## src/hdl/mrtu_pkg.sv

```systemverilog
`timescale 1ns / 1ps
`default_nettype none
// ----------------------------------------------------------------------------
// mrtu_pkg
// Shared types, constants and CRC helper for the Modbus RTU master framer.
// ----------------------------------------------------------------------------
package mrtu_pkg;

	localparam int MAX_REGS_DEF  = 125;
	localparam int MIN_FRAME_DEF = 4;
	localparam int MAX_FRAME_DEF = 256;

	typedef enum logic [1:0] {
		REQ_HEADER = 2'd0,
		REQ_DATA   = 2'd1,
		REQ_REPLY  = 2'd2,
		REQ_NONE   = 2'd3
	} req_type_t;

	typedef enum logic [1:0] {
		KIND_TX     = 2'd0,
		KIND_STATUS = 2'd1,
		KIND_REJECT = 2'd2
	} out_kind_t;

	typedef enum logic [1:0] {
		ST_OK  = 2'd0,
		ST_EXC = 2'd1,
		ST_ERR = 2'd2
	} reply_status_t;

	typedef enum logic [1:0] {
		PK_IDLE  = 2'd0,
		PK_DATA  = 2'd1,
		PK_REPLY = 2'd2
	} pend_t;

	localparam logic [7:0] FC_READ   = 8'h03;
	localparam logic [7:0] FC_WRITE1 = 8'h06;
	localparam logic [7:0] FC_WRITEN = 8'h10;

	typedef struct packed {
		logic [1:0]  req_type;
		logic [7:0]  slave_addr;
		logic [7:0]  func_code;
		logic [15:0] start_reg;
		logic [6:0]  reg_count;
		logic [15:0] data_word;
		logic [7:0]  rx_byte;
		logic        rx_end;
	} in_item_t;

	typedef struct packed {
		logic [1:0] out_kind;
		logic [7:0] tx_byte;
		logic       tx_last;
		logic [7:0] reply_len;
		logic [7:0] timeout_ms;
		logic       no_reply;
		logic [1:0] reply_status;
		logic [7:0] reply_func;
	} out_item_t;

	// Job codes carried in the queue from front to back
	typedef enum logic [1:0] {
		JOB_BYTE   = 2'd0,
		JOB_FINISH = 2'd1,
		JOB_RESULT = 2'd2
	} job_op_t;

	// One queue entry: plain byte, CRC trailer request or finished result
	typedef struct packed {
		job_op_t    op;
		logic       restart;
		logic [7:0] data;
		logic [7:0] reply_len;
		logic       no_reply;
		out_item_t  res;
	} job_t;

	function automatic logic [15:0] crc_byte(input logic [15:0] crc, input logic [7:0] b);
		logic [15:0] c;
		c = crc ^ {8'd0, b};
		for (int i = 0; i < 8; i++) begin
			c = c[0] ? ((c >> 1) ^ 16'hA001) : (c >> 1);
		end
		return c;
	endfunction

endpackage
`default_nettype wire

```

## src/hdl/mrtu_front.sv

```systemverilog
`timescale 1ns / 1ps
`default_nettype none
// ----------------------------------------------------------------------------
// mrtu_front
// Accepts items, tracks request state, checks replies and emits job entries.
// A header yields up to seven byte jobs and a finish job, one per ready cycle.
// ----------------------------------------------------------------------------
module mrtu_front import mrtu_pkg::*; #(
	parameter int MAX_REGS  = MAX_REGS_DEF,
	parameter int MIN_FRAME = MIN_FRAME_DEF,
	parameter int MAX_FRAME = MAX_FRAME_DEF
) (
	input  wire logic     clk,
	input  wire logic     arst_n,
	input  wire logic     in_valid,
	output logic          in_ready,
	input  wire in_item_t in_data,
	output logic          job_valid,
	input  wire logic     job_ready,
	output job_t          job
);

	// header expansion buffer
	logic [2:0]  hb_cnt_q;       // bytes remaining in expansion
	logic [2:0]  hb_idx_q;
	logic [7:0]  hb_byte_q [7];
	logic        hb_fin_q;
	logic        hb_restart_q;
	logic [1:0]  dw_left_q;
	logic [7:0]  dw_lo_q;
	logic        dw_fin_q;

	pend_t       pend_q;
	logic [6:0]  words_left_q;
	logic [7:0]  exp_len_q;
	logic        bcast_q;
	logic [15:0] rx_crc_q;
	logic [8:0]  rx_cnt_q;
	logic [7:0]  cap_func_q;

	logic busy;
	assign busy = (hb_cnt_q != 3'd0) || hb_fin_q || (dw_left_q != 2'd0) || dw_fin_q;
	assign in_ready = !busy && job_ready;

	logic acc;
	assign acc = in_valid && in_ready;

	logic fc_ok, hdr_ok;
	assign fc_ok  = (in_data.func_code == FC_READ) || (in_data.func_code == FC_WRITE1)
		|| (in_data.func_code == FC_WRITEN);
	assign hdr_ok = fc_ok && ({25'd0, in_data.reg_count} <= MAX_REGS);

	logic [15:0] rx_crc_n;
	logic [8:0]  rx_cnt_n;
	logic        rx_full, rx_done, crc_ok;
	assign rx_crc_n = crc_byte(rx_crc_q, in_data.rx_byte);
	assign rx_cnt_n = (rx_cnt_q == 9'h1FF) ? rx_cnt_q : rx_cnt_q + 9'd1;
	assign rx_full  = rx_cnt_n >= {1'b0, exp_len_q};
	assign rx_done  = rx_full || in_data.rx_end;
	assign crc_ok   = (rx_crc_n == 16'd0) && ({23'd0, rx_cnt_n} >= MIN_FRAME)
		&& ({23'd0, rx_cnt_n} <= MAX_FRAME);

	// job output
	always_comb begin
		job = '0;
		job_valid = 1'b0;
		if (hb_cnt_q != 3'd0) begin
			job_valid = 1'b1;
			job.op = JOB_BYTE;
			job.data = hb_byte_q[hb_idx_q];
			job.restart = hb_restart_q && (hb_idx_q == 3'd0);
		end else if (hb_fin_q || dw_fin_q) begin
			job_valid = 1'b1;
			job.op = JOB_FINISH;
			job.reply_len = bcast_q ? 8'd0 : exp_len_q;
			job.no_reply = bcast_q;
		end else if (dw_left_q != 2'd0) begin
			job_valid = 1'b1;
			job.op = JOB_BYTE;
			job.data = dw_lo_q;
		end else if (acc) begin
			priority case (in_data.req_type)
				REQ_HEADER: begin
					if (!hdr_ok) begin
						job_valid = 1'b1;
						job.op = JOB_RESULT;
						job.res.out_kind = KIND_REJECT;
					end
				end
				REQ_DATA: begin
					if (pend_q == PK_DATA) begin
						job_valid = 1'b1;
						job.op = JOB_BYTE;
						job.data = in_data.data_word[15:8];
					end
				end
				REQ_REPLY: begin
					if (pend_q == PK_REPLY && rx_done) begin
						job_valid = 1'b1;
						job.op = JOB_RESULT;
						job.res.out_kind = KIND_STATUS;
						if (!crc_ok) begin
							job.res.reply_status = ST_ERR;
						end else if (rx_full) begin
							job.res.reply_status = ST_OK;
						end else begin
							job.res.reply_status = ST_EXC;
							job.res.reply_func = (rx_cnt_q == 9'd1) ? in_data.rx_byte
								: cap_func_q;
						end
					end
				end
				default: ;
			endcase
		end
	end

	always_ff @(posedge clk or negedge arst_n) begin
		if (!arst_n) begin
			hb_cnt_q     <= '0;
			hb_idx_q     <= '0;
			hb_fin_q     <= 1'b0;
			hb_restart_q <= 1'b0;
			dw_left_q    <= '0;
			dw_fin_q     <= 1'b0;
			pend_q       <= PK_IDLE;
			words_left_q <= '0;
			exp_len_q    <= '0;
			bcast_q      <= 1'b0;
			rx_crc_q     <= 16'hFFFF;
			rx_cnt_q     <= '0;
			cap_func_q   <= '0;
		end else begin
			if (hb_cnt_q != 3'd0) begin
				if (job_ready) begin
					hb_cnt_q <= hb_cnt_q - 3'd1;
					hb_idx_q <= hb_idx_q + 3'd1;
				end
			end else if (hb_fin_q || dw_fin_q) begin
				if (job_ready) begin
					hb_fin_q <= 1'b0;
					dw_fin_q <= 1'b0;
					pend_q   <= bcast_q ? PK_IDLE : PK_REPLY;
					rx_cnt_q <= '0;
					rx_crc_q <= 16'hFFFF;
					cap_func_q <= '0;
				end
			end else if (dw_left_q != 2'd0) begin
				if (job_ready) begin
					dw_left_q <= 2'd0;
					dw_fin_q  <= (words_left_q == 7'd0);
				end
			end else if (acc) begin
				priority case (in_data.req_type)
					REQ_HEADER: begin
						if (!hdr_ok) begin
							pend_q       <= PK_IDLE;
							words_left_q <= '0;
						end else begin
							bcast_q <= (in_data.slave_addr == 8'd0);
							exp_len_q <= (in_data.func_code != FC_READ) ? 8'd8
								: (in_data.reg_count > 7'd1)
								? 8'd5 + {in_data.reg_count, 1'b0} : 8'd7;
							hb_restart_q <= 1'b1;
							hb_idx_q <= '0;
							hb_byte_q[0] <= in_data.slave_addr;
							hb_byte_q[1] <= in_data.func_code;
							hb_byte_q[2] <= in_data.start_reg[15:8];
							hb_byte_q[3] <= in_data.start_reg[7:0];
							hb_byte_q[4] <= 8'd0;
							hb_byte_q[5] <= {1'b0, in_data.reg_count};
							hb_byte_q[6] <= {in_data.reg_count, 1'b0};
							if (in_data.func_code == FC_READ) begin
								hb_cnt_q <= 3'd6;
								hb_fin_q <= 1'b1;
								pend_q       <= PK_IDLE;
								words_left_q <= '0;
							end else if (in_data.func_code == FC_WRITE1) begin
								hb_cnt_q <= 3'd4;
								words_left_q <= 7'd1;
								pend_q <= PK_DATA;
							end else begin
								hb_cnt_q <= 3'd7;
								if (in_data.reg_count == 7'd0) begin
									hb_fin_q <= 1'b1;
									pend_q       <= PK_IDLE;
									words_left_q <= '0;
								end else begin
									words_left_q <= in_data.reg_count;
									pend_q <= PK_DATA;
								end
							end
						end
					end
					REQ_DATA: begin
						if (pend_q == PK_DATA) begin
							dw_left_q <= 2'd1;
							dw_lo_q <= in_data.data_word[7:0];
							words_left_q <= words_left_q - 7'd1;
							if (words_left_q == 7'd1) begin
								pend_q <= PK_IDLE;
							end
						end
					end
					REQ_REPLY: begin
						if (pend_q == PK_REPLY) begin
							if (rx_cnt_q == 9'd1) begin
								cap_func_q <= in_data.rx_byte;
							end
							rx_crc_q <= rx_crc_n;
							rx_cnt_q <= rx_cnt_n;
							if (rx_done) begin
								pend_q <= PK_IDLE;
							end
						end
					end
					default: ;
				endcase
			end
		end
	end

endmodule
`default_nettype wire

```

## src/hdl/mrtu_queue.sv

```systemverilog
`timescale 1ns / 1ps
`default_nettype none
// ----------------------------------------------------------------------------
// mrtu_queue
// Small FIFO of job entries between the front and back parts.
// ----------------------------------------------------------------------------
module mrtu_queue import mrtu_pkg::*; #(
	parameter int DEPTH = 4
) (
	input  wire logic clk,
	input  wire logic arst_n,
	input  wire logic wr_valid,
	output logic      wr_ready,
	input  wire job_t wr_data,
	output logic      rd_valid,
	input  wire logic rd_ready,
	output job_t      rd_data
);
	localparam int AW = $clog2(DEPTH);

	job_t          mem_q [DEPTH];
	logic [AW-1:0] wp_q, rp_q;
	logic [AW:0]   cnt_q;

	logic do_wr, do_rd;
	assign wr_ready = cnt_q != DEPTH[AW:0];
	assign rd_valid = cnt_q != '0;
	assign do_wr = wr_valid && wr_ready;
	assign do_rd = rd_valid && rd_ready;
	assign rd_data = mem_q[rp_q];

	always_ff @(posedge clk) begin
		if (do_wr) begin
			mem_q[wp_q] <= wr_data;
		end
	end

	always_ff @(posedge clk or negedge arst_n) begin
		if (!arst_n) begin
			wp_q  <= '0;
			rp_q  <= '0;
			cnt_q <= '0;
		end else begin
			if (do_wr) begin
				wp_q <= (wp_q == AW'(DEPTH - 1)) ? '0 : wp_q + 1'b1;
			end
			if (do_rd) begin
				rp_q <= (rp_q == AW'(DEPTH - 1)) ? '0 : rp_q + 1'b1;
			end
			cnt_q <= cnt_q + {{AW{1'b0}}, do_wr} - {{AW{1'b0}}, do_rd};
		end
	end
endmodule
`default_nettype wire

```

## src/hdl/mrtu_back.sv

```systemverilog
`timescale 1ns / 1ps
`default_nettype none
// ----------------------------------------------------------------------------
// mrtu_back
// Runs the transmit CRC and frame length, appends the CRC trailer and
// computes the reply timeout. One result leaves per cycle unless stalled.
// ----------------------------------------------------------------------------
module mrtu_back import mrtu_pkg::*; (
	input  wire logic clk,
	input  wire logic arst_n,
	input  wire logic job_valid,
	output logic      job_ready,
	input  wire job_t job,
	output logic      out_valid,
	input  wire logic out_ready,
	output out_item_t out_data
);
	logic [15:0] crc_q;
	logic [8:0]  flen_q;
	logic        hi_pend_q;     // second trailer byte still to send
	logic [7:0]  hi_len_q;
	logic        hi_nr_q;
	logic [7:0]  tmo_q;
	logic        ov_q;
	out_item_t   od_q;

	logic [15:0] crc_n;
	logic [8:0]  flen_n;
	logic        hi_pend_n;
	logic [7:0]  hi_len_n;
	logic        hi_nr_n;
	logic [7:0]  tmo_n;
	logic        ov_n;
	out_item_t   od_n;

	logic        can_load;
	logic [15:0] crc_base;
	logic [8:0]  flen_base;
	logic [8:0]  flen_fin;
	logic [9:0]  tmo_x;
	logic [29:0] tmo_prod;

	assign can_load  = !ov_q || out_ready;
	assign job_ready = can_load && !hi_pend_q;
	assign crc_base  = job.restart ? 16'hFFFF : crc_q;
	assign flen_base = job.restart ? 9'd0 : flen_q;
	assign flen_fin  = flen_q + 9'd2;
	// x*578/1000 as x*ceil(0.578*2^20) >> 20, exact for every 10-bit x
	assign tmo_x     = {1'b0, flen_fin} + 10'd1;
	assign tmo_prod  = {20'd0, tmo_x} * 30'd606077;

	assign out_valid = ov_q;
	assign out_data  = od_q;

	always_comb begin
		crc_n     = crc_q;
		flen_n    = flen_q;
		hi_pend_n = hi_pend_q;
		hi_len_n  = hi_len_q;
		hi_nr_n   = hi_nr_q;
		tmo_n     = tmo_q;
		ov_n      = ov_q;
		od_n      = od_q;
		if (can_load) begin
			ov_n = 1'b0;
			if (hi_pend_q) begin
				ov_n = 1'b1;
				hi_pend_n = 1'b0;
				od_n = '0;
				od_n.out_kind   = KIND_TX;
				od_n.tx_byte    = crc_q[15:8];
				od_n.tx_last    = 1'b1;
				od_n.reply_len  = hi_len_q;
				od_n.no_reply   = hi_nr_q;
				od_n.timeout_ms = tmo_q;
			end else if (job_valid) begin
				ov_n = 1'b1;
				od_n = '0;
				unique case (job.op)
					JOB_BYTE: begin
						crc_n  = crc_byte(crc_base, job.data);
						flen_n = flen_base + 9'd1;
						od_n.tx_byte = job.data;
					end
					JOB_FINISH: begin
						flen_n    = flen_fin;
						hi_pend_n = 1'b1;
						hi_len_n  = job.reply_len;
						hi_nr_n   = job.no_reply;
						tmo_n     = tmo_prod[27:20] + 8'd20;
						od_n.tx_byte = crc_q[7:0];
					end
					JOB_RESULT: begin
						od_n = job.res;
					end
					default: ov_n = 1'b0;
				endcase
			end
		end
	end

	always_ff @(posedge clk or negedge arst_n) begin
		if (!arst_n) begin
			crc_q     <= 16'hFFFF;
			flen_q    <= '0;
			hi_pend_q <= 1'b0;
			hi_len_q  <= '0;
			hi_nr_q   <= 1'b0;
			tmo_q     <= '0;
			ov_q      <= 1'b0;
			od_q      <= '0;
		end else begin
			crc_q     <= crc_n;
			flen_q    <= flen_n;
			hi_pend_q <= hi_pend_n;
			hi_len_q  <= hi_len_n;
			hi_nr_q   <= hi_nr_n;
			tmo_q     <= tmo_n;
			ov_q      <= ov_n;
			od_q      <= od_n;
		end
	end
endmodule
`default_nettype wire

```

## src/hdl/modbus_rtu_master_framer.sv

```systemverilog
`timescale 1ns / 1ps
`default_nettype none
// ----------------------------------------------------------------------------
// modbus_rtu_master_framer
// Modbus RTU master frame builder and reply checker.
// ----------------------------------------------------------------------------
// Input channel (in_valid/in_ready/in_data) carries request headers, write
// data words and reply bytes. Output channel (out_valid/out_ready/out_data)
// carries transmit bytes, reply status and reject results.
// A header is expanded by the front part at one job per cycle while the
// queue accepts, and in_ready stays low until the expansion is done. A data
// word holds in_ready low until its low byte job, and the finish job when it
// closes the frame, have been passed on. Reply bytes and stray items are
// taken every cycle while no expansion is under way and the queue has room.
// The back part sends one byte per cycle while the receiver is ready; the
// CRC trailer goes out as two output items. Jobs pass through the job queue
// and output register; a header's bytes pass the expansion buffer first.
// A four-entry job queue between the parts lets the front keep accepting
// while the receiver stalls; once it fills, in_ready drops.
// Reset clears all request state: CRCs to 0xFFFF, counts to zero, idle.
// ----------------------------------------------------------------------------
module modbus_rtu_master_framer import mrtu_pkg::*; #(
	parameter int MAX_REGS  = MAX_REGS_DEF,
	parameter int MIN_FRAME = MIN_FRAME_DEF,
	parameter int MAX_FRAME = MAX_FRAME_DEF
) (
	input  wire logic      clk,
	input  wire logic      arst_n,
	input  wire logic      in_valid,
	output logic           in_ready,
	input  wire in_item_t  in_data,
	output logic           out_valid,
	input  wire logic      out_ready,
	output out_item_t      out_data
);
	logic f_valid, f_ready, b_valid, b_ready;
	job_t f_job, b_job;

	mrtu_front #(
		.MAX_REGS (MAX_REGS),
		.MIN_FRAME(MIN_FRAME),
		.MAX_FRAME(MAX_FRAME)
	) u_front (
		.clk(clk), .arst_n(arst_n),
		.in_valid(in_valid), .in_ready(in_ready), .in_data(in_data),
		.job_valid(f_valid), .job_ready(f_ready), .job(f_job)
	);

	mrtu_queue #(.DEPTH(4)) u_queue (
		.clk(clk), .arst_n(arst_n),
		.wr_valid(f_valid), .wr_ready(f_ready), .wr_data(f_job),
		.rd_valid(b_valid), .rd_ready(b_ready), .rd_data(b_job)
	);

	mrtu_back u_back (
		.clk(clk), .arst_n(arst_n),
		.job_valid(b_valid), .job_ready(b_ready), .job(b_job),
		.out_valid(out_valid), .out_ready(out_ready), .out_data(out_data)
	);
endmodule
`default_nettype wire

```

## config.mk

```make
export PLATFORM = sky130hd
export DESIGN_NAME = modbus_rtu_master_framer
export DESIGN_NICKNAME = d
export VERILOG_FILES = /design/src/hdl/mrtu_pkg.sv /design/src/hdl/mrtu_front.sv /design/src/hdl/mrtu_queue.sv /design/src/hdl/mrtu_back.sv /design/src/hdl/modbus_rtu_master_framer.sv
export SDC_FILE = /design/constraint.sdc
export NUM_CORES = 1
export LEC_CHECK = 0
export ABC_AREA = 1
export BUFFER_PORTS_ARGS = -buffer_cell sky130_fd_sc_hd__buf_2
export CAP_MARGIN = 25
export CORE_ASPECT_RATIO = 1.25
export CORE_MARGIN = 3
export CORE_UTILIZATION = 60
export CTS_CLUSTER_DIAMETER = 200
export DETAILED_ROUTE_END_ITERATION = 12
export GPL_TIMING_DRIVEN = 0
export HOLD_SLACK_MARGIN = 0.05
export PLACE_DENSITY_LB_ADDON = 0.3
export SLEW_MARGIN = 20
export SYNTH_ARGS = -nofsm -noshare
export SYNTH_HDL_FRONTEND = slang
export SYNTH_SLANG_ARGS = --single-unit
export TNS_END_PERCENT = 10
```

## constraint.sdc

```tcl
create_clock -name clk -period 10.5 [get_ports clk]
set_input_delay 2.625 -clock clk [delete_from_list [all_inputs] [get_ports clk]]
set_output_delay 2.625 -clock clk [all_outputs]
set_load 0.005 [all_outputs]
```

Word-level counts from Yosys, hierarchy flattened
Memory sizes are Yosys's and may differ from the RTL's.
Index checks and enable logic that the tools add are counted.
{"block": "totals", "n_memories": 2, "regBits": 159, "word_cells": 322, "in_bits": 70, "output_inout_bits": 40, "ram_bits": 184}
{"memory": "u_queue.mem_q", "depth": 4, "width": 32, "rd": 1, "rd_clocked_by_memory_dff": 0, "write_ports": 1, "line_no": "mrtu_queue.sv:21", "rtl": "job_t mem_q [DEPTH];"}
{"memory": "u_front.hb_byte_q", "depth": 7, "width": 8, "rd": 1, "rd_clocked_by_memory_dff": 0, "write_ports": 7, "line_no": "mrtu_front.sv:26", "rtl": "logic [7:0] hb_byte_q [7];"}
{"block": "op_classes", "n_addsub": 13, "bitwise_logic": 22, "magnitude_cmp": 5, "eq_ne": 28, "reduce_logical": 63, "mux": 156, "multipliers": 1}
{"cell": "16-bit two-way mux", "count": 23}
{"cell": "8-bit two-way mux", "count": 18}
{"cell": "9-bit two-way mux", "count": 9}
{"cell": "38-bit two-way mux", "count": 2}
{"cell": "2-bit two-way mux", "count": 31}
{"cell": "10-bit two-way mux", "count": 6}
{"cell": "2-bit inverter with 3-bit output", "count": 16}
{"cell": "3-bit two-way mux", "count": 15}
{"cell": "1-bit two-way mux", "count": 38}
{"cell": "7-bit two-way mux", "count": 5}
{"cell": "2-bit nonzero test", "count": 16}
{"cell": "16-bit by 8-bit bitwise XOR with 16-bit output", "count": 2}
{"cell": "6-bit AND reduction", "count": 5}
{"cell": "10-bit by 20-bit multiplier with 28-bit output, second input constant", "count": 1}
{"cell": "28-bit two-way mux", "count": 1}
{"cell": "8-bit case mux with 3 select lines", "count": 1}
{"cell": "9-bit by 1-bit adder with 9-bit output, second input constant", "count": 2}
{"cell": "9-bit case mux with 2 select lines", "count": 1}
{"cell": "16-bit logical NOT", "count": 1}
{"cell": "3-bit by 1-bit != test with 1-bit output, second input constant", "count": 5}
{"cell": "7-bit logical NOT", "count": 2}
{"cell": "2-bit by 1-bit != test with 1-bit output, second input constant", "count": 7}
{"cell": "7-bit case mux with 2 select lines", "count": 1}
{"cell": "4-bit AND reduction", "count": 3}
{"cell": "44 further kinds", "count": 77}

Logic depth before layout (Yosys ltp)
Gate-level depths: netlist of the first run.
{"block": "logic_depth", "ltp_word": 27, "depth_mapped": 37, "ltp_nobuf": 37}

Cells and area by module
From an unflattened synthesis of the first run, not the netlist that was laid out.
{"block": "unflattened", "cells_unflattened": 2632, "area_unflattened_um2": 24865.1}
{"module": "mrtu_queue", "area_each_um2": 10029.6, "cells_per_inst": 735, "instances": 1, "seq_area_each_um2": 7141.8}
{"module": "mrtu_back", "area_each_um2": 8226.6, "cells_per_inst": 1054, "instances": 1, "seq_area_each_um2": 2072.0}
{"module": "mrtu_front", "area_each_um2": 6608.8, "cells_per_inst": 843, "instances": 1, "seq_area_each_um2": 2957.8}

Least setup slack after synthesis of the first run
OpenSTA, ideal clock, no wires.
{"block": "synth_path", "path_kind": "flip-flop to flip-flop", "from": "register u_back.flen_q[0]", "to": "register u_back.tmo_q[6]", "path_buffers": 0, "required_time_ns": 10.374, "slack_ns": 3.988, "path_stages_with_launch": 34, "synth_period_minus_slack_ns": 6.512, "arrival_ns": 6.386, "cell_sequence": "dfrtp_1 -> ha_1 -> nand4_1 -> nor2_1 -> nand2_1 -> nor2_1 -> nand3_1 -> nand2_1 -> inv_1 -> fa_1 -> inv_1 -> fa_1 -> inv_1 -> fa_1 -> inv_1 -> fa_1 -> inv_1 -> fa_1 -> inv_1 -> ha_1 -> a21oi_1 -> nor2_1 -> nor2_1 -> nand2_1 -> a21oi_1 -> nand3b_1 -> and2_1 -> ha_1 -> inv_1 -> nand2_1 -> nand2_1 -> nand2_1 -> nand3_1 -> o21ai_0"}
{"block": "synth_between", "elab_chain_cells": 4}
{"item": "start: declaration", "line_no": "mrtu_back.sv:19", "rtl": "logic [8:0] flen_q;"}
{"item": "start signal: assignment", "line_no": "mrtu_back.sv:114", "rtl": "flen_q <= flen_n;"}
{"item": "9-bit by 2-bit adder with 9-bit output", "line_no": "mrtu_back.sv:47", "rtl": "assign flen_fin = flen_q + 9'd2;"}
{"item": "9-bit by 1-bit adder with 10-bit output", "line_no": "mrtu_back.sv:49", "rtl": "assign tmo_x = {1'b0, flen_fin} + 10'd1;"}
{"item": "10-bit by 20-bit multiplier with 28-bit output", "line_no": "mrtu_back.sv:50", "rtl": "assign tmo_prod = {20'd0, tmo_x} * 30'd606077;"}
{"item": "8-bit by 5-bit adder with 8-bit output", "line_no": "mrtu_back.sv:90", "rtl": "tmo_n = tmo_prod[27:20] + 8'd20;"}
{"item": "end signal: assignment", "line_no": "mrtu_back.sv:118", "rtl": "tmo_q <= tmo_n;"}
{"item": "end: declaration", "line_no": "mrtu_back.sv:23", "rtl": "logic [7:0] tmo_q;"}
Every way passes these cells.
A chain may end at the register's enable or synchronous reset.

Final worst setup path of the first run
Ends and elaborated chain as after synthesis.

==> results by group, run 1 <==
Status
  • Status: finished, final reports clean

Synth
  • Top cells by area, synth: edfxtp_1 (27%), dfrtp_1 (15%), ha_1 (7.3%)
  • Post-Syn Instances: 2089
  • Post-synth top area cell: edfxtp_1
  • Post-synth cell types: 58
  • Synth warn: 0
  • Top-area cell type share of the netlist area: 27.3%
  • Cell Area, Synth: 19200 sq um
  • Post-synth EDFFs: 175
  • Dominant synthesized flop cell: edfxtp_1
  • Sequential area share after synthesis: 47.0%
  • Mean Syn Cell Area: 9.21 sq um
  • Yosys reg bits: 325
  • Ys async rst share: 46.2%
  • Top cells by count, synth: nand2_1 (369), inv_1 (293), nor2_1 (195)
  • Most common cell in the netlist: nand2_1
  • Syn Nets: 2336

Worst setup path
  • Critical Path Source Type: register
  • Flop2flop setup slack: 2.97 ns
  • Slowest stage delay, CP: 0.80 ns
  • CP arrival: 7.93 ns
  • Setup CP Type: register to register
  • CP max stage cell: dfrtp_1
  • Worst path required time: 10.90 ns
  • Cell mode on critical path: inv_1
  • Crit end category: register
  • CP max FO: 14

Detailed routing
  • Vias: 15200
  • Final WL: 45800 um
  • Initial drt markers: 1154
  • DRC viols: 0
  • Routed wire length per instance: 17.1 um
  • Drt via density: 5.68
  • Antenna Nets Post-Route: 0
  • First-pass DRT Iterations: 5

CTS
  • CTS Sinks: 325
  • H-tree Lvls: 2
  • # hold bufs at CTS: 0
  • Post-CTS setup buffer count: 0
  • Skew-Pair Late Insertion Delay: 0.52 ns
  • Worst-path clk slew: 0.06 ns
  • Clock buffer count from CTS: 34
  • Clock root buffer: clkbuf_16
  • Post-cts sizing count: 0
  • CTS tree: built
  • Clock Path Buffers: 3

Die
  • # IOs: 110
  • Die ar.: 34300 sq um
  • Initial core utilization: 61.5%
  • Die X: 166 um
  • Die Y: 206 um
  • Rows: 72
  • Core area: 31300 sq um

STA
  • Period utilization: 71.7%
  • RSZ-0062 raised after global routing: no
  • Setup TNS Final: 0 ns
  • Slew Viols, Final: 0
  • Fin crit period: 7.53 ns
  • Slew @ Worst Pin: 1.01 ns
  • Setup Skew: 0.0302 ns
  • Final setup viols: 0
  • FMAX: 133 MHz
  • Max transition margin: 32.0%
  • Endpoints failing hold: 0

Job
  • Max_cap viols: 0

Final layout
  • Antenna diode count: 0
  • Area Overhead vs Synth: 12.4%
  • Layout cell share with drive strength beyond 1: 12.3%
  • Nets: 2487

GRT
  • Largest net degree at the start of global routing: 93
  • First-pass GRT wire length: 74800 um
  • Initial antenna violation count: 0
  • GRT overflow: 0
  • Vias in the first global route: 15300
  • All-layer global routing usage: 26.8%

Placed design
  • DP HPWL: 34700 um
  • IO Port Bufs: 109
  • GP Congestion: 0.952

Worst hold path
  • Hold Crit Class: register to register
## registers in the layout (all words and copies together), names as in the netlist, 2 cells and up
signal and cells:
u_front.pend_q 2, u_back.tmo_q 8, u_queue.mem_q 128, u_queue.wp_q 2, u_back.hi_len_q 8, u_back.flen_q 9, u_front.hb_cnt_q 3, u_front.cap_func_q 8
u_front.hb_idx_q 3, u_front.rx_crc_q 16, u_front.rx_cnt_q 9, u_queue.cnt_q 3, u_front.words_left_q 7, u_front.exp_len_q 8, u_back.out_data 38, u_back.crc_q 16
u_front.hb_byte_q 39, u_front.dw_lo_q 8, u_queue.rp_q 2
## routing by layer
layer / vias to the layer above / GRT usage [%] / share of wire, %
met5: - / 0 / 0
met1: 7280 / 31.3 / 38
li1: 7278 / - / -
met2: 493 / 50.4 / 53
met3: 113 / 2.89 / 4.8
met4: 0 / 11.2 / 3.8
## cell type report
| class | count | area [sq um] |
|---|---|---|
| multi-input combinational | 1392 | 8760 |
| fill | 2362 | 9650 |
| timing repair buffer | 115 | 721 |
| inverter | 311 | 1170 |
| tap | 407 | 509 |
| clock buffer | 45 | 933 |
| sequential | 325 | 9050 |
| clock inverter | 16 | 168 |
| buffer | 61 | 304 |
## through the flow
stage          util (%)  worst slack, ns  hold WS (ns)  instances  instance area, sq um
5_1_grt            69.1             2.36         0.497       2672                 21600
3_3_place_gp       64.9             2.33         0.452       2605                 20300
2_1_floorplan         -             3.99         0.440       2089                 19200
3_5_place_dp       65.6             3.04         0.465       2611                 20500
4_1_cts            69.1             3.01         0.476       2672                 21600
6_report           69.1             2.97         0.475       2672                 21600
## worst max-delay path: cells and delay by family, from the launching register on
family | cells | cell delay, ns
AO/OA/AOI/OAI | 3 | 0.50
adder cells (fa/ha/maj) | 8 | 3.68
buffers and inverters | 7 | 0.72
flip-flops | 1 | 0.80
AND/OR/NAND/NOR | 15 | 1.71
## path summary, 6_finish.rpt
path,startpoint,end,depth (start not counted)
min reg2reg,u_back.out_data[27]$_DFFE_PN0P_,u_back.out_data[27]$_DFFE_PN0P_,2
min,u_back.out_data[27]$_DFFE_PN0P_,u_back.out_data[27]$_DFFE_PN0P_,2
max,u_back.flen_q[0]$_DFFE_PN0P_,u_back.tmo_q[6]$_DFFE_PN0P_,33
min in group asynchronous,arst_n,u_front.hb_idx_q[0]$_DFFE_PN0P_,1
max in group asynchronous,arst_n,u_back.crc_q[9]$_DFFE_PN1P_,2
max reg2reg,u_back.flen_q[0]$_DFFE_PN0P_,u_back.tmo_q[6]$_DFFE_PN0P_,33
## cells in the final DEF, fill, tap and decap left out, types with 6 or more instances in the layout
cell type / n
xor2_1: 24
o211ai_1: 15
o21ai_1: 13
ha_1: 112
buf_2: 120
xnor2_1: 24
nand2_1: 369
buf_16: 6
fa_1: 65
dfstp_2: 32
nor3_1: 36
nand2_2: 19
a21oi_1: 68
clkbuf_1: 45
nor2_1: 190
o221ai_1: 8
inv_1: 293
nand3_1: 133
nand4_1: 21
dfrtp_1: 118
buf_6: 6
o21ai_0: 170
a31oi_1: 13
nand3b_1: 6
clkbuf_16: 35
inv_2: 14
nor4_1: 6
clkinv_1: 10
edfxtp_1: 175
nor2_4: 7
o22ai_1: 36
## cells by family after synthesis
kind of cell | after synthesis | share of synthesized area, %
and+or+nand+nor | 806 | 18.1
adders and majority gates | 177 | 14.1
buffers and inverters | 372 | 7.65
AOI/OAI and AO/OA | 358 | 10.7
xor gates and xnor gates | 51 | 2.40
DFF | 325 | 47.0
Power of run 1 is not shown: default switching activity piles up to over one toggle a cycle in this logic, so the estimate is an artifact.
==> run 2: changes to the inputs <==
--- a/config.mk
+++ b/config.mk
@@ -10,7 +10,7 @@
 export CAP_MARGIN = 25
 export CORE_ASPECT_RATIO = 1.25
 export CORE_MARGIN = 3
-export CORE_UTILIZATION = 60
+export CORE_UTILIZATION = 56
 export CTS_CLUSTER_DIAMETER = 200
 export DETAILED_ROUTE_END_ITERATION = 12
 export GPL_TIMING_DRIVEN = 0
==> constraint.sdc (replaced) <==
create_clock -name clk -period 6.6 [get_ports clk]
set_input_delay 1.65 -clock clk [delete_from_list [all_inputs] [get_ports clk]]
set_output_delay 1.65 -clock clk [all_outputs]
set_load 0.005 [all_outputs]
==> run 2 against run 1 <==
Non-clock buffer count up 20. Critical path depth up 2. Largest cell class is now multi-input combinational cells. Critical endpoint unchanged. First-iteration DRC count down 13%. Highest routed layer unchanged. Die area up 6.9%. Count of clock-buffer cells in the layout down 6.
==> results by group, run 2 (same netlist as run 1, synthesis figures left out) <==
Detailed routing
  • DRC viols: 0 (unchanged)
  • Routed wire length per instance: 17.4 um (+1.8%)
  • First-pass DRT Iterations: 7 (+2)
  • Drt via density: 5.66 (-0.23%)
  • Final WL: 47300 um (+3.3%)
  • Antenna Nets Post-Route: 0 (unchanged)
  • Vias: 15400 (+1.2%)
  • Initial drt markers: 1005 (-13%)

Worst setup path
  • CP max stage cell: fa_2
  • Setup CP Type: register to register
  • Crit end category: register
  • Slowest stage delay, CP: 0.58 ns (-0.22 ns)
  • Worst path required time: 7.02 ns (-3.88 ns)
  • CP max FO: 6 (-8)
  • CP arrival: 6.94 ns (-0.99 ns)
  • Critical Path Source Type: register

CTS
  • Clock root buffer: clkbuf_16
  • Clock Path Buffers: 3 (unchanged)
  • Clock buffer count from CTS: 35 (+2.9%)
  • H-tree Lvls: 2 (unchanged)
  • CTS tree: built
  • Worst-path clk slew: 0.07 ns (about the same)
  • # hold bufs at CTS: 0 (unchanged)
  • Skew-Pair Late Insertion Delay: 0.54 ns (+0.02 ns)
  • CTS Sinks: 325 (unchanged)

GRT
  • All-layer global routing usage: 25.8% (-1.0 points)
  • First-pass GRT wire length: 75200 um (+0.58%)
  • GRT overflow: 0 (unchanged)
  • Largest net degree at the start of global routing: 87 (-6.5%)
  • Vias in the first global route: 15300 (-0.078%)
  • Initial antenna violation count: 0 (unchanged)

Status
  • Status: finished, final reports clean

STA
  • Slew @ Worst Pin: 0.663 ns (-0.350 ns)
  • Endpoints failing hold: 0 (unchanged)
  • Setup Skew: 0.0389 ns (+0.00874 ns)
  • Slew Viols, Final: 0 (unchanged)
  • Period utilization: 98.8% (+27 points)
  • Fin crit period: 6.52 ns (-1.01 ns)
  • Final setup viols: 0 (unchanged)
  • RSZ-0062 raised after global routing: yes
  • FMAX: 153 MHz (+15%)
  • Max transition margin: 54.6% (+23 points)

Final layout
  • Nets: 2508 (+0.84%)
  • Commonest non-fill, non-tap cell in the layout: nand2_1
  • Largest Register: u_queue.mem_q
  • Most frequent cells in the layout: nand2_1 (351), inv_1 (280), nor2_1 (178)
  • Layout cell share with drive strength beyond 1: 16.8% (+4.6 points)
  • Antenna diode count: 0 (unchanged)
  • Area Overhead vs Synth: 15.9%
  • Non-Filler Instances: 2711 (+1.5%)
  • Layout fillers: 2638 (+12%)
  • Max reg flops: 128 (unchanged)

Die
  • Core area: 33700 sq um (+7.8%)
  • Die Y: 213 um (+3.4%)
  • Initial core utilization: 57.1% (-4.4 points)
  • # IOs: 110 (unchanged)
  • Rows: 75 (+4.2%)
  • Die X: 172 um (+3.4%)
  • Die ar.: 36600 sq um (+6.9%)

Worst hold path
  • Hold Crit Class: register to register

Placed design
  • DP HPWL: 34900 um (+0.48%)
  • GP Congestion: 0.948 (-0.45%)
  • IO Port Bufs: 109 (unchanged)
  • Placed cells: 2627 (+0.61%)

Job
  • Max_cap viols: 0 (unchanged)
==> run 2: stage by stage <==
step                instance area [sq um]  utilization, %  setup TNS [ns]  worst slack [ns]  hold slack, ns
CTS                                 22000            65.3               0            0.0133           0.470
global placement                    20300            60.3          -28.17            -0.862           0.452
floorplan                           19200               -               0            0.0881           0.440
detailed placement                  20500            60.9           -5.07            -0.917           0.454
global route                        22300            66.2          -0.587            -0.218           0.491
finish                              22300            66.2               0            0.0811           0.471
==> run 2: final cells by class <==
type | count | area (sq um) | area share [%]
plain buffers | 61 | 304 | 1.36
clock buffers | 39 | 922 | 4.14
clock inverters | 25 | 322 | 1.44
inverters | 311 | 1180 | 5.32
multi-input cells | 1392 | 9090 | 40.8
flip-flops and latches | 325 | 9060 | 40.6
well taps | 423 | 529 | 2.37
repair buffers | 135 | 876 | 3.93
==> run 2: timing repair <==
action,4_1_cts,5_1_grt
setup buffers,11,9
gates cloned,0,0
pin swaps,12,34
endpoints found under the hold margin,0,0
resized for setup,43,60
setup endpoints to repair,8,7
==> run 2: worst paths after layout <==
check                                                 from  slack, ns                         endpoint  cells past startpoint
max                           u_back.flen_q[2]$_DFFE_PN0P_       0.08      u_back.tmo_q[6]$_DFFE_PN0P_                     35
min                        u_back.out_data[27]$_DFFE_PN0P_       0.47  u_back.out_data[27]$_DFFE_PN0P_                      2
max reg2reg                   u_back.flen_q[2]$_DFFE_PN0P_       0.08      u_back.tmo_q[6]$_DFFE_PN0P_                     35
min reg2reg                u_back.out_data[27]$_DFFE_PN0P_       0.47  u_back.out_data[27]$_DFFE_PN0P_                      2
max in group asynchronous                           arst_n       4.66  u_front.rx_crc_q[1]$_DFFE_PN1P_                      2
min in group asynchronous                           arst_n       1.09     u_back.flen_q[8]$_DFFE_PN0P_                      1
==> run 2: critical path: cells and delay by family, from the launching register on <==
kind / cells / cell delay [ns]
AOI/OAI and AO/OA: 1 / 0.06
adders and majority gates: 8 / 3.34
buffers and inverters: 8 / 0.61
DFF: 1 / 0.48
and+or+nand+nor: 18 / 1.90
==> run 2: metal layers <==
layer | vias up | global-route usage, % | routed length, um
met3 | 145 | 3.28 | 2450
li1 | 7332 | - | -
met5 | - | 0 | 0
met2 | 531 | 47.3 | 24900
met1 | 7342 | 30.7 | 18100
met4 | 0 | 10.2 | 1860
Power of run 2 is left out for the same reason.
==> run 3: changes to the inputs <==
==> constraint.sdc (replaced) <==
create_clock -name clk -period 5.6 [get_ports clk]
set_input_delay 1.4 -clock clk [delete_from_list [all_inputs] [get_ports clk]]
set_output_delay 1.4 -clock clk [all_outputs]
set_load 0.005 [all_outputs]
==> run 3 against run 2 <==
The run now ends with negative setup slack left. Non-clock buffer count increased by 4. Sequential cell count unchanged. Count of clock-buffer cells in the layout increased by 1. Critical path depth decreased by 1.
==> results by group, run 3 (same netlist as run 1, synthesis figures left out) <==
STA
  • Max transition margin: 51.7% (-3.0 points)
  • Setup TNS Final: -3.70 ns (-3.70 ns)
  • Setup Skew: 0.0258 ns (-0.0131 ns)
  • FMAX: 161 MHz (+4.7%)
  • Final setup viols: 8 (+8)
  • RSZ-0062 raised after global routing: yes
  • Slew Viols, Final: 0 (unchanged)
  • Period utilization: 111% (+12 points)
  • Fin worst setup slack: -0.627 ns (-0.708 ns)
  • Endpoints failing hold: 0 (unchanged)
  • Fin crit period: 6.23 ns (-0.292 ns)
  • Slew @ Worst Pin: 0.725 ns (+0.0620 ns)

Worst setup path
  • Setup CP Type: register to register
  • Worst path required time: 6.02 ns (-1.00 ns)
  • Origin of the critical flop-to-flop path: u_back.flen_q[1]$_DFFE_PN0P_
  • Slowest stage delay, CP: 0.60 ns (+0.02 ns)
  • Crit end category: register
  • CP max stage cell: fa_2
  • CP max FO: 5 (-1)
  • Critical path's top delay family: adder cells
  • Crit path from: u_back.flen_q[1]$_DFFE_PN0P_
  • CP arrival: 6.65 ns (-0.29 ns)
  • Buf/Inv on CP: 9 (+1)
  • Critical Path Source Type: register

GRT
  • Vias in the first global route: 15300 (+0.14%)
  • First-pass GRT wire length: 75000 um (-0.35%)
  • Largest net degree at the start of global routing: 86 (-1.1%)
  • GRT overflow: 0 (unchanged)
  • Initial antenna violation count: 0 (unchanged)
  • All-layer global routing usage: 25.7% (-0.14 points)

CTS
  • Clock buffer count from CTS: 34 (-2.9%)
  • CTS tree: built
  • H-tree Lvls: 2 (unchanged)
  • Clock Path Buffers: 3 (unchanged)
  • Skew-Pair Late Insertion Delay: 0.53 ns (about the same)
  • CTS Sinks: 325 (unchanged)
  • Worst-path clk slew: 0.06 ns (about the same)
  • Clock root buffer: clkbuf_16

Final layout
  • Commonest non-fill, non-tap cell in the layout: nand2_1
  • Largest Register: u_queue.mem_q
  • Nets: 2511 (+0.12%)
  • Layout cell share with drive strength beyond 1: 17.4% (+0.56 points)
  • Antenna diode count: 0 (unchanged)
  • Max reg flops: 128 (unchanged)
  • Final core utilization: 66.0% (-0.12 points)
  • Area Overhead vs Synth: 15.7%
  • Most frequent cells in the layout: nand2_1 (352), inv_1 (276), nor2_1 (179)
  • Layout fillers: 2649 (+0.42%)
  • Non-Filler Instances: 2712 (+0.037%)

Die
  • Rows: 75 (unchanged)
  • # IOs: 110 (unchanged)
  • Die X: 172 um (unchanged)
  • Initial core utilization: 57.1% (unchanged)
  • Die Y: 213 um (unchanged)
  • Die ar.: 36600 sq um (unchanged)
  • Core area: 33700 sq um (unchanged)

Placed design
  • DP HPWL: 35200 um (+1.0%)
  • GP Congestion: 0.937 (-1.1%)
  • IO Port Bufs: 109 (unchanged)
  • Placed cells: 2627 (unchanged)

Worst hold path
  • Hold Path Origin: u_back.crc_q[7]$_DFFE_PN1P_
  • Hold Crit Class: register to register

Detailed routing
  • Initial drt markers: 981 (-2.4%)
  • Vias: 15100 (-1.4%)
  • Final WL: 47000 um (-0.57%)
  • Drt via density: 5.58 (-1.5%)
  • Routed wire length per instance: 17.3 um (-0.60%)
  • Antenna Nets Post-Route: 0 (unchanged)
  • First-pass DRT Iterations: 6 (-1)
  • DRC viols: 0 (unchanged)

Status
  • Status: complete, but fails checks
  • Violated checks: negative setup slack

Job
  • Max_cap viols: 0 (unchanged)
run 3: changes by cell type in the layout (fill, tap and decap cells not counted), sizes merged:
cell	delta
buf	+4
clkinvlp	-4
inv	+4
bufinv	-3
clkbuf	+1
clkinv	-1
run 3: worst reg2reg max path, delay by kind of cell, from the launching register on:
kind,cells,cell delay [ns]
adders and majority gates,8,3.30
DFF,1,0.46
and+or+nand+nor,13,1.25
AOI/OAI and AO/OA,4,0.51
buffers and inverters,9,0.58
run 3: final cells by class:
| class | instances | area, sq um | share of cell area [%] |
|---|---|---|---|
| Timing Repair Buffer | 139 | 876 | 3.94 |
| Clock buffer | 40 | 915 | 4.11 |
| Clock inverter | 21 | 218 | 0.979 |
| Sequential cell | 325 | 9060 | 40.7 |
| Multi-Input combinational cell | 1392 | 9170 | 41.2 |
| Buffer | 61 | 304 | 1.37 |
| Inverter | 311 | 1180 | 5.30 |
| Tap cell | 423 | 529 | 2.38 |
run 3: final timing paths:
path                                                   end  depth (start not counted)  slack [ns]
max in group asynchronous  u_front.rx_crc_q[5]$_DFFE_PN1P_                          2        3.86
setup / recovery               u_back.tmo_q[6]$_DFFE_PN0P_                         34       -0.63
hold / removal                 u_back.crc_q[7]$_DFFE_PN1P_                          2        0.48
min in group asynchronous     u_back.flen_q[8]$_DFFE_PN0P_                          1        0.85
setup reg to reg               u_back.tmo_q[6]$_DFFE_PN0P_                         34       -0.63
hold reg to reg                u_back.crc_q[7]$_DFFE_PN1P_                          2        0.48
run 3: stage by stage:
step	hold WS [ns]	instance area [sq um]	setup slack (ns)
floorplan	0.440	19400	-0.242
global placement	0.455	20400	-1.36
detailed placement	0.461	20600	-1.19
CTS	0.480	22000	-0.714
global route	0.495	22200	-0.932
finish	0.479	22200	-0.627
run 3: timing repair:
item,CTS,global route
hold buffers,0,0
pin swaps,20,23
gates resized for setup,32,43
setup buffers,13,11
setup endpoints to repair,8,8
run 3: metal layers:
| layer | global-route usage (%) | up-vias | part of all wire, % |
|---|---|---|---|
| li1 | - | 7335 | - |
| met1 | 30.1 | 7215 | 39 |
| met2 | 46.4 | 432 | 52 |
| met3 | 3.39 | 149 | 4.6 |
| met4 | 12.1 | 0 | 4.4 |
| met5 | 0 | - | 0 |
Power of run 3 is left out for the same reason.
